[src/m3i_pkg.sv]
// Shared types and constants for the 3x3 matrix inverse pipeline.
// No dependencies.
package m3i_pkg;

  localparam int NLANE  = 9;   // inverse entries
  localparam int QW     = 32;  // quotient width
  localparam int DW     = 48;  // |det| width
  localparam int NDIV   = 32;  // divider steps, one quotient bit each
  localparam int NFRONT = 4;   // cofactor / determinant stages
  localparam int NSTG   = NFRONT + NDIV + 1;

  localparam logic [QW-1:0] Q16_MAX = 32'h7FFF_FFFF;
  localparam logic [QW-1:0] Q16_MIN = 32'h8000_0000;

  // cofactor operand indices (row-major flat index of the input matrix),
  // adj = m[PA0]*m[PA1] - m[PB0]*m[PB1]
  localparam int PA0 [NLANE] = '{4, 2, 1, 5, 0, 2, 3, 1, 0};
  localparam int PA1 [NLANE] = '{8, 7, 5, 6, 8, 3, 7, 6, 4};
  localparam int PB0 [NLANE] = '{5, 1, 2, 3, 2, 0, 4, 0, 1};
  localparam int PB1 [NLANE] = '{7, 8, 4, 8, 6, 5, 6, 7, 3};

  typedef struct packed {
    logic [DW-1:0] p;    // partial remainder, below d while in range
    logic [QW-1:0] w;    // dividend bits out the top, quotient bits in
    logic          neg;  // quotient sign
    logic          ovf;  // magnitude at least 2^32
  } lane_t;

  typedef struct packed {
    lane_t [NLANE-1:0] lane;
    logic  [DW-1:0]    d;
    logic              sing;
  } div_t;

endpackage

[src/m3i_div_step.sv]
// One restoring division step for all nine lanes: one quotient bit each.
// Depends on m3i_pkg.
module m3i_div_step (
  input  logic          clk,
  input  logic          rst,
  input  logic          en,
  input  logic          iv,
  input  m3i_pkg::div_t id,
  output logic          ov,
  output m3i_pkg::div_t od
);

  m3i_pkg::div_t nxt;

  always_comb begin
    logic [m3i_pkg::DW:0] p2;
    logic                 q;
    nxt = id;
    for (int i = 0; i < m3i_pkg::NLANE; i++) begin
      p2 = {id.lane[i].p, id.lane[i].w[m3i_pkg::QW-1]};
      q  = p2 >= {1'b0, id.d};
      nxt.lane[i].p = q ? m3i_pkg::DW'(p2 - {1'b0, id.d}) : p2[m3i_pkg::DW-1:0];
      nxt.lane[i].w = {id.lane[i].w[m3i_pkg::QW-2:0], q};
    end
  end

  always_ff @(posedge clk) begin
    if (en) od <= nxt;
  end

  always_ff @(posedge clk) begin
    if (rst) begin
      ov <= 1'b0;
    end else if (en) begin
      ov <= iv;
    end
  end

endmodule

[config.mk]
export PLATFORM = sky130hd
export DESIGN_NAME = m3i_div_step
export DESIGN_NICKNAME = d
export VERILOG_FILES = /design/src/m3i_pkg.sv /design/src/m3i_div_step.sv
export SDC_FILE = /design/constraint.sdc
export NUM_CORES = 2
export LEC_CHECK = 0
export ABC_AREA = 1
export BUFFER_PORTS_ARGS = -buffer_cell sky130_fd_sc_hd__buf_4
export CORE_AREA = 2 2 610 612
export CTS_CLUSTER_SIZE = 24
export DETAILED_ROUTE_END_ITERATION = 16
export DIE_AREA = 0 0 612 614
export PLACE_DENSITY = 0.39
export SLEW_MARGIN = 20
export SYNTH_ARGS = -nofsm -noshare
export SYNTH_HDL_FRONTEND = slang
export SYNTH_SLANG_ARGS = --single-unit
[constraint.sdc]
create_clock -name clk -period 2.95 [get_ports clk]
set_input_delay 0.4425 -clock clk [delete_from_list [all_inputs] [get_ports clk]]
set_output_delay 0.4425 -clock clk [all_outputs]
set_load 0.01 [all_outputs]
; ---- Word-level counts from Yosys, hierarchy flattened
; Cells that the tools add are included.
[word_totals]
out_inout_bits = 788
ff_bits = 788
elab_cells = 66
inputBits = 791
[classes]
add_sub_neg = 9
mux = 9
n_lt_le_gt_ge = 9
[ops]
columns = cell, n
row1 = >= comparator 49 x 48 -> 1 bit, 9
row2 = 2-to-1 mux 48 bit, 9
row3 = subtractor 48 bit, 9

; ---- Longest topological paths before layout
[logic_depth]
word_depth = 2
ltp_mapped = 17
ltp_nobuf = 16

; ---- Worst setup path after synthesis
; OpenSTA, ideal clock, no wires.
[synth_path]
kind = input to register
from = input id[37] (netlist name)
to = register od[338] (netlist name) (data pin)
t_required_ns = 2.696
stages = 13
setup_slack_ns = 0.584
setup_ns = 0.254
path_buffers = 2
t_arrival_ns = 2.113
path_cell_list = inv_1 -> ha_1 -> nand2_1 -> nor2_1 -> inv_2 -> nor2_2 -> inv_2 -> nor3_4 -> nand3_2 -> buf_2 -> buf_4 -> nand4_1 -> nand2_1
[synth_rtl]
columns = item, line
row1 = from (decl), m3i_div_step.sv:8  ; input m3i_pkg::div_t id,
row2 = to (signal assigned), m3i_div_step.sv:28  ; if (en) od <= nxt;
row3 = to (decl), m3i_div_step.sv:10  ; output m3i_pkg::div_t od

==> qor.txt <==
outcome: finished with violations
failing checks: negative setup slack
Initial Util: 0.1855
Synth Instances: 10,637
synthesized net count: 11,869
Total Routing Usage GR: 0.2521
first-pass GRT wire length: 651,500 um
Worst path slowest cell: dlygate4sd3_1
Max-Cap Viols: 0
routed len/inst: 25.15 um
Critical Path RT: 3.62 ns
Seq cells post-synth: 788
worst slack, placed: -0.2757 ns
CP Class: in2reg
sequential fraction of the synthesis area: 0.3443
R2R cell count: 3
CTS buffer count: 110
PD cells: 433.5 mW/mm2
R2R Setup Slk: 1.83 ns
Main synth FF type: edfxtp_1
core area: 0.3702 mm2
Vias/cell: 4.160
synthesized area per cell: 6.458 um2
total number of vias: 81,470
CTS max path bufs: 4
Rows: 224
fin crit share: 1.006
CP max FO: 39
Setup crit end kind: flop
Root Driver: clkbuf_16
worst-path cell chain: dlygate4sd3_1 -> buf_4 -> inv_2 -> buf_12 -> ha_1 -> nand2_1 -> nor2_1 -> buf_4 -> inv_2 -> nor2_2 -> inv_2 -> nor3_4 -> nand3_2 -> nand3_2 -> buf_12 -> nand2_1 -> nand2_1
post-synth top area share: 0.3440
Detail Route Antenna Nets: 0
global route overflow: 0
DR pass1 iterations: 8
pin count of the biggest net entering global routing: 79
unrepaired setup endpoints after global routing: true
Peak Freq: 337.1 MHz
minimum clock period: 2.966 ns
Final Hold Fails: 0
Hold Path Class: in2reg
DPL Wire Length: 424,000 um
Routed Wire Length: 492,600 um
yosys warns: 0
# setup viols final: 1
post-synth cell types: 36
asr flop ratio synth: 0
layout cells sized above 1: 0.2356
largest area contributor in the netlist: edfxtp_1
max_slew headroom: 0.5873
CP arrival: 3.63 ns
measured slew at the worst slew-check pin: 0.6190 ns
final worst setup slack: -0.01649 ns
initial antenna violation count: 145
DRT iter0 DRCs: 5,427
io pins: 1,579
Hold EP: od[411]$_DFFE_PP_
number of global-route vias before repair: 80,528
number of synthesized flops with an enable pin: 787
clk sinks: 788
CTS tree: done
Setup Total Neg Slack: -0.01649 ns
worst r2r src: ov$_SDFFE_PP0P_
placer's final routability congestion estimate: 0.9626
final net count: 15,721
WHS Path Cells: 3
largest cells by area after synthesis: edfxtp_1 34%, nand2_1 25%, inv_1 12%
Synth Cell Area: 0.06869 mm2
Worst Clk Skew: 0 ns
CP peak stage delay: 0.54 ns
Die Ht: 614 um
Die X: 612 um
Clk Latency, worst-skew pair: 0.83 ns
maximum vdd drop: 0.5063 mV
crit path launch type: primary input
largest delay contributor family on the critical path: buffers and inverters
clock-pin slew on the worst setup and hold paths: 0.07 ns
fin. max-slew vios: 0
Buf+Inv Stages, Crit Path: 8
min-delay src: id[410]
# port buffers: 1,578
end of the worst register-to-register path: ov$_SDFFE_PP0P_
DRC viols: 0
Area Overhead vs Synth: 61.27%
H-Tree Depth: 3
Static Leakage: 0.05903 uW
die footprint: 0.3758 mm2
[final cells by class]
class	count	area, um2
multi-input combinational	7552	36270
clock buffer	127	2816
timing repair buffer	3916	33100
inverter	2121	7966
antenna	41	102.6
fill	41396	259500
tap	4972	6221
sequential	788	23650
clock inverter	65	654.4
[cells in the final DEF, fill, tap and decap left out, drive strengths merged]
master,instances
o21bai,31
o21a,10
mux2i,1
dfxtp,1
xor2,213
a21o,4
o21ai,8
nor2,887
nand3b,13
edfxtp,787
bufinv,10
dlygate4sd3,766
nand4,480
fa,9
nand3,483
clkinv,42
a21oi,257
nor4b,1
nor4,17
clkbuf,127
a211oi,3
xnor2,11
diode,41
or2,14
nor3,38
clkinvlp,11
ha,432
inv,2123
nand2,4622
buf,3150
a31oi,1
and2,17
[stage by stage]
stage	instance area (um2)	total power, uW	std cells	util	hold WS (ns)
after floorplan	68690	22210	10637	-	0.5149
after global placement	99530	33870	18583	0.2688	0.4800
after detailed placement	99530	33800	18583	0.2688	0.4872
after CTS	110700	48730	19541	0.2989	0.001538
after global routing	110700	50480	19566	0.2991	0.01895
final	110800	48030	19582	0.2992	0.06750
[synth_stat cells, types with 3 or more instances]
master and instances:
nand2_1 4621, inv_1 2117, nor2_1 878, edfxtp_1 787, nand4_1 480, nand3_1 461, ha_1 432, a21oi_1 249
xor2_1 213, buf_2 104, clkbuf_1 48, nor3_1 32, o21bai_1 31, nand3_2 22, and2_1 17, nor4_1 17
or2_2 14, nand3b_1 13, buf_4 12, buf_6 12, xnor2_1 11, o21a_1 10, fa_1 9, nor2_2 9
a21oi_2 8, o21ai_0 8, nor3_2 5, a21o_1 4, inv_2 4, a211oi_1 3
[timing repair]
| action | 4_1_cts | 5_1_grt |
|---|---|---|
| setup buffers | 0 | 0 |
| setup endpoints to repair | 0 | 81 |
| hold buffers | 766 | 0 |
| gates resized for setup | 0 | 4 |
| endpoints found under the hold margin | 765 | 0 |
[worst reg2reg max path: stages, from the launching register on]
cell and delay [ns]:
dfxtp_1 0.31, mux2i_1 0.12, nor2_1 0.05, dlygate4sd3_1 0.54
[state kept, by name (all words and copies together), names as in the netlist]
signal,cells
ov,1
od,787
[layer usage]
metal / global-route usage / wire length [um] / vias up
li1: - / - / 40811
met1: 0.2758 / 185200 / 37555
met2: 0.4625 / 248200 / 2365
met3: 0.03315 / 23410 / 687
met4: 0.1493 / 35410 / 52
met5: 0 / 349 / -
[worst max path at each step]
stage,slack (ns),from,to,depth (start not counted)
3_5_place_dp,-0.28,id[37],od[361]$_DFFE_PP_,16
4_1_cts,0.04,id[37],od[361]$_DFFE_PP_,17
2_1_floorplan,0.58,id[37],od[338]$_DFFE_PP_,13
6_report,-0.02,id[34],od[361]$_DFFE_PP_,17
5_1_grt,-0.03,id[34],od[361]$_DFFE_PP_,17
3_3_place_gp,-0.33,id[37],od[361]$_DFFE_PP_,16
[power by group]
group          total, uW  internal (uW)  switching [uW]
sequential         15000          14100             919
combinational      19400           8070           11300
clock              13600           7690            5930
total              48000          29800           18200
[logic make-up (layout without fill, tap and decap cells)]
kind of cell	after synthesis	count (layout)	synth area share
DFF	788	788	0.3443
buffers and inverters	2297	6229	0.1294
AOI/OAI and AO/OA	314	314	0.02508
adders and majority gates	441	441	0.08131
and+or+nand+nor	6572	6572	0.3912
other	0	41	0
muxes	1	1	0.0001457
xor gates and xnor gates	224	224	0.02856
Note: power is estimated with default switching activity, not from simulation.
