===== config.mk =====
export PLATFORM = sky130hd
export DESIGN_NAME = m3i_out
export DESIGN_NICKNAME = d
export VERILOG_FILES = /design/src/m3i_pkg.sv /design/src/m3i_out.sv
export SDC_FILE = /design/constraint.sdc
export NUM_CORES = 1
export LEC_CHECK = 0
export ABC_AREA = 0
export BUFFER_PORTS_ARGS = -buffer_cell sky130_fd_sc_hd__clkbuf_2
export CAP_MARGIN = 10
export CELL_PAD_IN_SITES_DETAIL_PLACEMENT = 0
export CELL_PAD_IN_SITES_GLOBAL_PLACEMENT = 1
export CORE_AREA = 3 3 417 419
export CTS_BUF_LIST = sky130_fd_sc_hd__clkbuf_8
export DETAILED_ROUTE_END_ITERATION = 7
export DIE_AREA = 0 0 420 422
export PLACE_DENSITY = 0.42
export RECOVER_POWER = 50
export SLEW_MARGIN = 0
export SYNTH_ARGS = -nofsm -noshare
export SYNTH_HDL_FRONTEND = slang
export SYNTH_SLANG_ARGS = --single-unit

===== constraint.sdc =====
create_clock -name clk -period 2.75 [get_ports clk]
set_input_delay 0 -clock clk [delete_from_list [all_inputs] [get_ports clk]]
set_output_delay 0 -clock clk [all_outputs]
set_load 0.02 [all_outputs]

===== src/m3i_pkg.sv =====
// Shared types and constants for the 3x3 matrix inverse pipeline.
// No dependencies.
package m3i_pkg;

  localparam int NLANE  = 9;   // inverse entries
  localparam int QW     = 32;  // quotient width
  localparam int DW     = 48;  // |det| width
  localparam int NDIV   = 32;  // divider steps, one quotient bit each
  localparam int NFRONT = 4;   // cofactor / determinant stages
  localparam int NSTG   = NFRONT + NDIV + 1;

  localparam logic [QW-1:0] Q16_MAX = 32'h7FFF_FFFF;
  localparam logic [QW-1:0] Q16_MIN = 32'h8000_0000;

  // cofactor operand indices (row-major flat index of the input matrix),
  // adj = m[PA0]*m[PA1] - m[PB0]*m[PB1]
  localparam int PA0 [NLANE] = '{4, 2, 1, 5, 0, 2, 3, 1, 0};
  localparam int PA1 [NLANE] = '{8, 7, 5, 6, 8, 3, 7, 6, 4};
  localparam int PB0 [NLANE] = '{5, 1, 2, 3, 2, 0, 4, 0, 1};
  localparam int PB1 [NLANE] = '{7, 8, 4, 8, 6, 5, 6, 7, 3};

  typedef struct packed {
    logic [DW-1:0] p;    // partial remainder, below d while in range
    logic [QW-1:0] w;    // dividend bits out the top, quotient bits in
    logic          neg;  // quotient sign
    logic          ovf;  // magnitude at least 2^32
  } lane_t;

  typedef struct packed {
    lane_t [NLANE-1:0] lane;
    logic  [DW-1:0]    d;
    logic              sing;
  } div_t;

endpackage


===== src/m3i_out.sv =====
// Sign, saturation and singular override; output register.
// Depends on m3i_pkg.
module m3i_out (
  input  logic                                      clk,
  input  logic                                      rst,
  input  logic                                      en,
  input  logic                                      iv,
  input  m3i_pkg::div_t                             id,
  output logic                                      ov,
  output logic [m3i_pkg::NLANE-1:0][m3i_pkg::QW-1:0] inv,
  output logic                                      sing
);

  logic [m3i_pkg::NLANE-1:0][m3i_pkg::QW-1:0] inv_next;

  always_comb begin
    logic [m3i_pkg::QW-1:0] mag;
    for (int i = 0; i < m3i_pkg::NLANE; i++) begin
      mag = id.lane[i].w;
      if (id.sing) begin
        inv_next[i] = m3i_pkg::Q16_MAX;
      end else if (id.lane[i].neg) begin
        inv_next[i] = (id.lane[i].ovf || mag > m3i_pkg::Q16_MIN) ?
                      m3i_pkg::Q16_MIN : m3i_pkg::QW'(-mag);
      end else begin
        inv_next[i] = (id.lane[i].ovf || mag[m3i_pkg::QW-1]) ? m3i_pkg::Q16_MAX : mag;
      end
    end
  end

  always_ff @(posedge clk) begin
    if (en) begin
      inv  <= inv_next;
      sing <= id.sing;
    end
  end

  always_ff @(posedge clk) begin
    if (rst) begin
      ov <= 1'b0;
    end else if (en) begin
      ov <= iv;
    end
  end

endmodule


=== Word-level counts from Yosys, hierarchy flattened ===
Cells that the tools add are included.

* Register bits: 290
* Bits in latches: 0
* RAM bits: 0
* Memory bits (read-only): 0
* Input bits: 791
* Output and inout port bits: 290
* Word-level logic and storage cells: 74
* Memories: 0

* Add/sub/neg operators: 9
* $mul: 0
* Div/mod/pow operators: 0
* Magnitude comparators: 9
* Equality and inequality tests: 0
* Shift operators: 0
* Multiplexer cells: 27
* Bitwise logic cells: 0
* Reductions and logical operators: 18

{| class="wikitable"
|+ Operators by type and width
! cell !! number
|-
| 32-bit 2-to-1 mux || 27
|-
| 32-bit > comparator, second input constant || 9
|-
| 32-bit negation || 9
|-
| 1-bit logical OR || 18
|}

=== Longest topological paths before layout ===
* Depth after elaboration: 4
* Mapped depth: 10

=== Worst setup path before layout ===
OpenSTA, ideal clock, no wires.

* Kind: input to register
* Start: input id[559] (netlist bit)
* End: register inv[222] (netlist bit) (data pin)
* Arrival time: 2.186 ns
* Setup slack: 0.297 ns
* Stages on the path: 7
* Buffers on the path: 1
* Cells stage by stage: or4_4 -> or4_4 -> buf_6 -> or4_4 -> or3_1 -> o311ai_1 -> nand2_1

* Word-level cells in the longest chain between the ends: 4
* Elaborated cells on any way between the ends: 5
* Classes of those cells: 1 x add/sub; 1 x order compare; 2 x mux; 1 x reduce/logical

{| class="wikitable"
|+ Ends and longest elaborated chain
! element !! RTL line !! source
|-
| from (decl) || m3i_out.sv:8 || <nowiki>input m3i_pkg::div_t id,</nowiki>
|-
| 32-bit > comparator || m3i_out.sv:23 || <nowiki>inv_next[i] = (id.lane[i].ovf || mag > m3i_pkg::Q16_MIN) ?</nowiki>
|-
| 1-bit logical OR || m3i_out.sv:23 ||
|-
| 32-bit 2-to-1 mux (*) || m3i_out.sv:23 ||
|-
| 32-bit 2-to-1 mux (*) || m3i_out.sv:22 || <nowiki>end else if (id.lane[i].neg) begin</nowiki>
|-
| to (signal assigned) || m3i_out.sv:33 || <nowiki>inv <= inv_next;</nowiki>
|-
| to (decl) || m3i_out.sv:10 || <nowiki>output logic [m3i_pkg::NLANE-1:0][m3i_pkg::QW-1:0] inv,</nowiki>
|}

Mark *: on every way between the ends. The rest lies on a longest branch, timed or not.
A chain may end at the register's enable or synchronous reset.

=== Final worst setup path ===
* Start: input id[55] (netlist bit)
* End: register inv[31] (netlist bit) (data pin)

The elaborated chain is that of the path after synthesis.

==> results.yml <==
status:
  status: "complete, but fails checks"
  violations: "capacitance limit, slew limit, setup timing"
die:
  core_mm2: 0.171
  start_util_pct: 11.0
  num_rows: 152
  die-area_mm2: 0.177
  ios: 1081
  dieHeight_um: 422
  die_w_um: 420
placement:
  dpl.hpwl_mm: 106
  port_buffers: 600
  post_dp_cell_area_mm2: 0.0264
  routabilityCongestion: 0.831
worst_setup_path:
  worstPathMaxFanout: 6
  worstPathArrival_ns: 3.23
  cp-end-kind: "register"
  start_kind: "input pin"
  cp.required_ns: 3.21
  crit_type: "in -> reg"
clock_tree:
  cts_buffer_depth: 3
  htreeDepth: 2
  cts_tree: "yes"
  cts_num_sinks: 290
  clk_latency_ns: 0.71
  cts-root-buf: "clkbuf_8"
  path_clk_slew_ns: 0.07
  cts_buffers: 61
grt:
  grt-ovfl-total: 0
  grt_antenna_before_repair: 41
  grt_pass1_wl_mm: 184
  grt_usage_pct: 14.5
  grt_pass1_vias: 23500
  grt_max_degree: 58
sta:
  tightest_slew_ns: 2.32
  max_clock_freq_mhz: 361
  final.setup.tns_ns: -0.0176
  setup_viol: 1
  period_share_pct: 101
  finClkSkew_ns: 0
  finalHoldViolations: 0
  slew-limit-headroom_pct: -54.5
  finalWorstSetupSlack_ns: -0.0176
  drv_slew: 49
  min_period_ns: 2.77
synth:
  synth_seq_area_share_pct: 46.2
  yosysUniqueCellTypes: 84
  synth_area_leader_cell: "edfxtp_1"
  synth_flop_cell: "edfxtp_1"
  synth_top_area_share_pct: 46.1
  yosys-top-cells-area: "edfxtp_1 (46%), a21oi_1 (5.4%), nor2_1 (4.2%)"
  ys_ff_latch: 290
  async_flop_share_pct: 0
  syn_area_mm2: 0.0188
  netlist_instances: 2052
  synth.avg_cell_area_um2: 9.17
  ys_warn_count: 0
  synth_nets: 2852
  synth_edf_count: 289
routing:
  route.detailed.drc: 0
  ant_nets: 0
  avgViaCountPerCell: 4.12
  initialDrtViolationCount: 1535
  first_pass_iters: 5
  vias: 23300
  detail_route.wl_per_cell_um: 23.5
  drt_wl_total_mm: 133
finish:
  finish.utilization_pct: 19.1
  synthToLayoutAreaGrowth_pct: 73.5
  stdcell_area_mm2: 0.0326
  drive_above_1_share_pct: 26.2
  nets: 4173
power_and_ir_drop:
  vdd_drop_max_v: 0.000373
  leakage_nw: 11.5
  power_density_mw_per_mm2: 434
min_path:
  hold_class: "in -> reg"
job:
  drv_cap: 1
-- placed cells by master (no fill, tap or decap), drive strengths merged, types with 10 or more instances in the layout --
cell | netlist | routed
clkbuf | 103 | 668
nor2 | 210 | 210
or2 | 21 | 21
or3 | 57 | 57
o32a | 41 | 41
a21o | 24 | 24
nor2b | 12 | 12
mux2i | 12 | 12
a31oi | 65 | 65
dlygate4sd3 | 0 | 496
a211oi | 18 | 18
nand2 | 156 | 156
nor3 | 121 | 121
o21ai | 137 | 137
clkinv | 1 | 32
edfxtp | 289 | 289
nand3 | 67 | 67
o311ai | 48 | 48
nor3b | 13 | 13
o21a | 18 | 18
nand4 | 19 | 19
nand2b | 24 | 24
nor4 | 81 | 81
or4 | 39 | 39
o31a | 12 | 12
o211ai | 23 | 23
o31ai | 17 | 17
inv | 41 | 51
diode | 0 | 10
a21oi | 202 | 202
o221ai | 14 | 14
o22ai | 15 | 15
a211o | 21 | 21
buf | 16 | 273
-- cells by family after synthesis --
kind of cell	synth area share (%)
XOR/XNOR	0.140
buffers and inverters	3.39
AO/OA/AOI/OAI	25.1
multiplexers	0.758
AND/OR/NAND/NOR	23.7
flip-flops	46.2
adder cells (fa/ha/maj)	0.599
-- metrics by stage --
| step | hold WS, ns | setup slack, ns | total power, mW | cells |
|---|---|---|---|---|
| after detailed placement | 0.162 | -0.218 | 8.82 | 5041 |
| after global placement | 0.163 | -0.184 | 8.85 | 5041 |
| final | 0.0628 | -0.0176 | 14.2 | 5662 |
| after floorplan | 0.0724 | 0.297 | 6.79 | 2052 |
| after global routing | 0.0354 | -0.0136 | 15.0 | 5659 |
| after CTS | 0.000589 | 0.000545 | 14.6 | 5650 |
-- where the power goes --
part	total, mW	switching, mW	internal (mW)
registers	5.50	0.178	5.32
clock network	4.86	2.28	2.59
logic	3.81	2.37	1.44
-- flip-flops by register name (all words and copies together) (netlist names) --
name,cells
inv,288
sing,1
ov,1
-- worst max-delay path, stage by stage --
cell and delay (ns):
dlygate4sd3_1 0.59, clkbuf_2 0.14, or3_4 0.42, or3_1 0.38, buf_4 0.19, or2_2 0.32, or3_1 0.34, nor3_1 0.15
a211oi_1 0.08, dlygate4sd3_1 0.58
-- final cells by class --
| class | instances | area, um^2 |
|---|---|---|
| fillers | 19300 | 138000 |
| repair buffers | 1377 | 10100 |
| multi-input cells | 1601 | 9690 |
| flip-flops and latches | 290 | 8700 |
| well taps | 2233 | 2790 |
| clock buffers | 63 | 867 |
| clock inverters | 46 | 337 |
| inverters | 42 | 159 |
| diodes | 10 | 25.0 |
-- synth_stat cells (14+ instances only) --
cell	n
o22ai_1	15
o21a_1	18
nand2b_1	24
inv_1	40
o21ai_0	129
o211ai_1	22
o311ai_0	42
or4_1	33
o32a_1	41
a21oi_1	202
or2_2	19
clkbuf_1	103
or3_1	57
nand3_1	67
o221ai_1	14
a21o_1	24
nor2_1	209
o31ai_1	17
a31oi_1	65
nor4_1	78
nand2_1	156
a211oi_1	18
edfxtp_1	289
nand4_1	19
nor3_1	120
a211o_1	21
-- layer usage --
metal | global-route usage (%) | up-vias | wire length [um]
met4 | 6.31 | 2 | 6430
li1 | - | 10900 | -
met2 | 23.4 | 811 | 60900
met5 | 0 | - | 13
met3 | 3.33 | 199 | 8540
met1 | 18.4 | 11400 | 57200
-- path summary, 6_finish.rpt --
path,startpoint,endpoint,slack [ns],depth (start not counted)
worst min register to register,ov,ov,1.05,3
worst min-delay path,id[213],inv[95],0.06,4
worst max-delay path,id[55],inv[31],-0.02,10
worst max register to register,ov,ov,1.59,3
-- what timing repair did --
action	in CTS	in global routing
hold buffers	500	0
hold endpoints to repair	386	0
resized for setup	0	44
setup buffers	0	9
setup endpoints to repair	0	70
(Power assumes the default switching activity.)
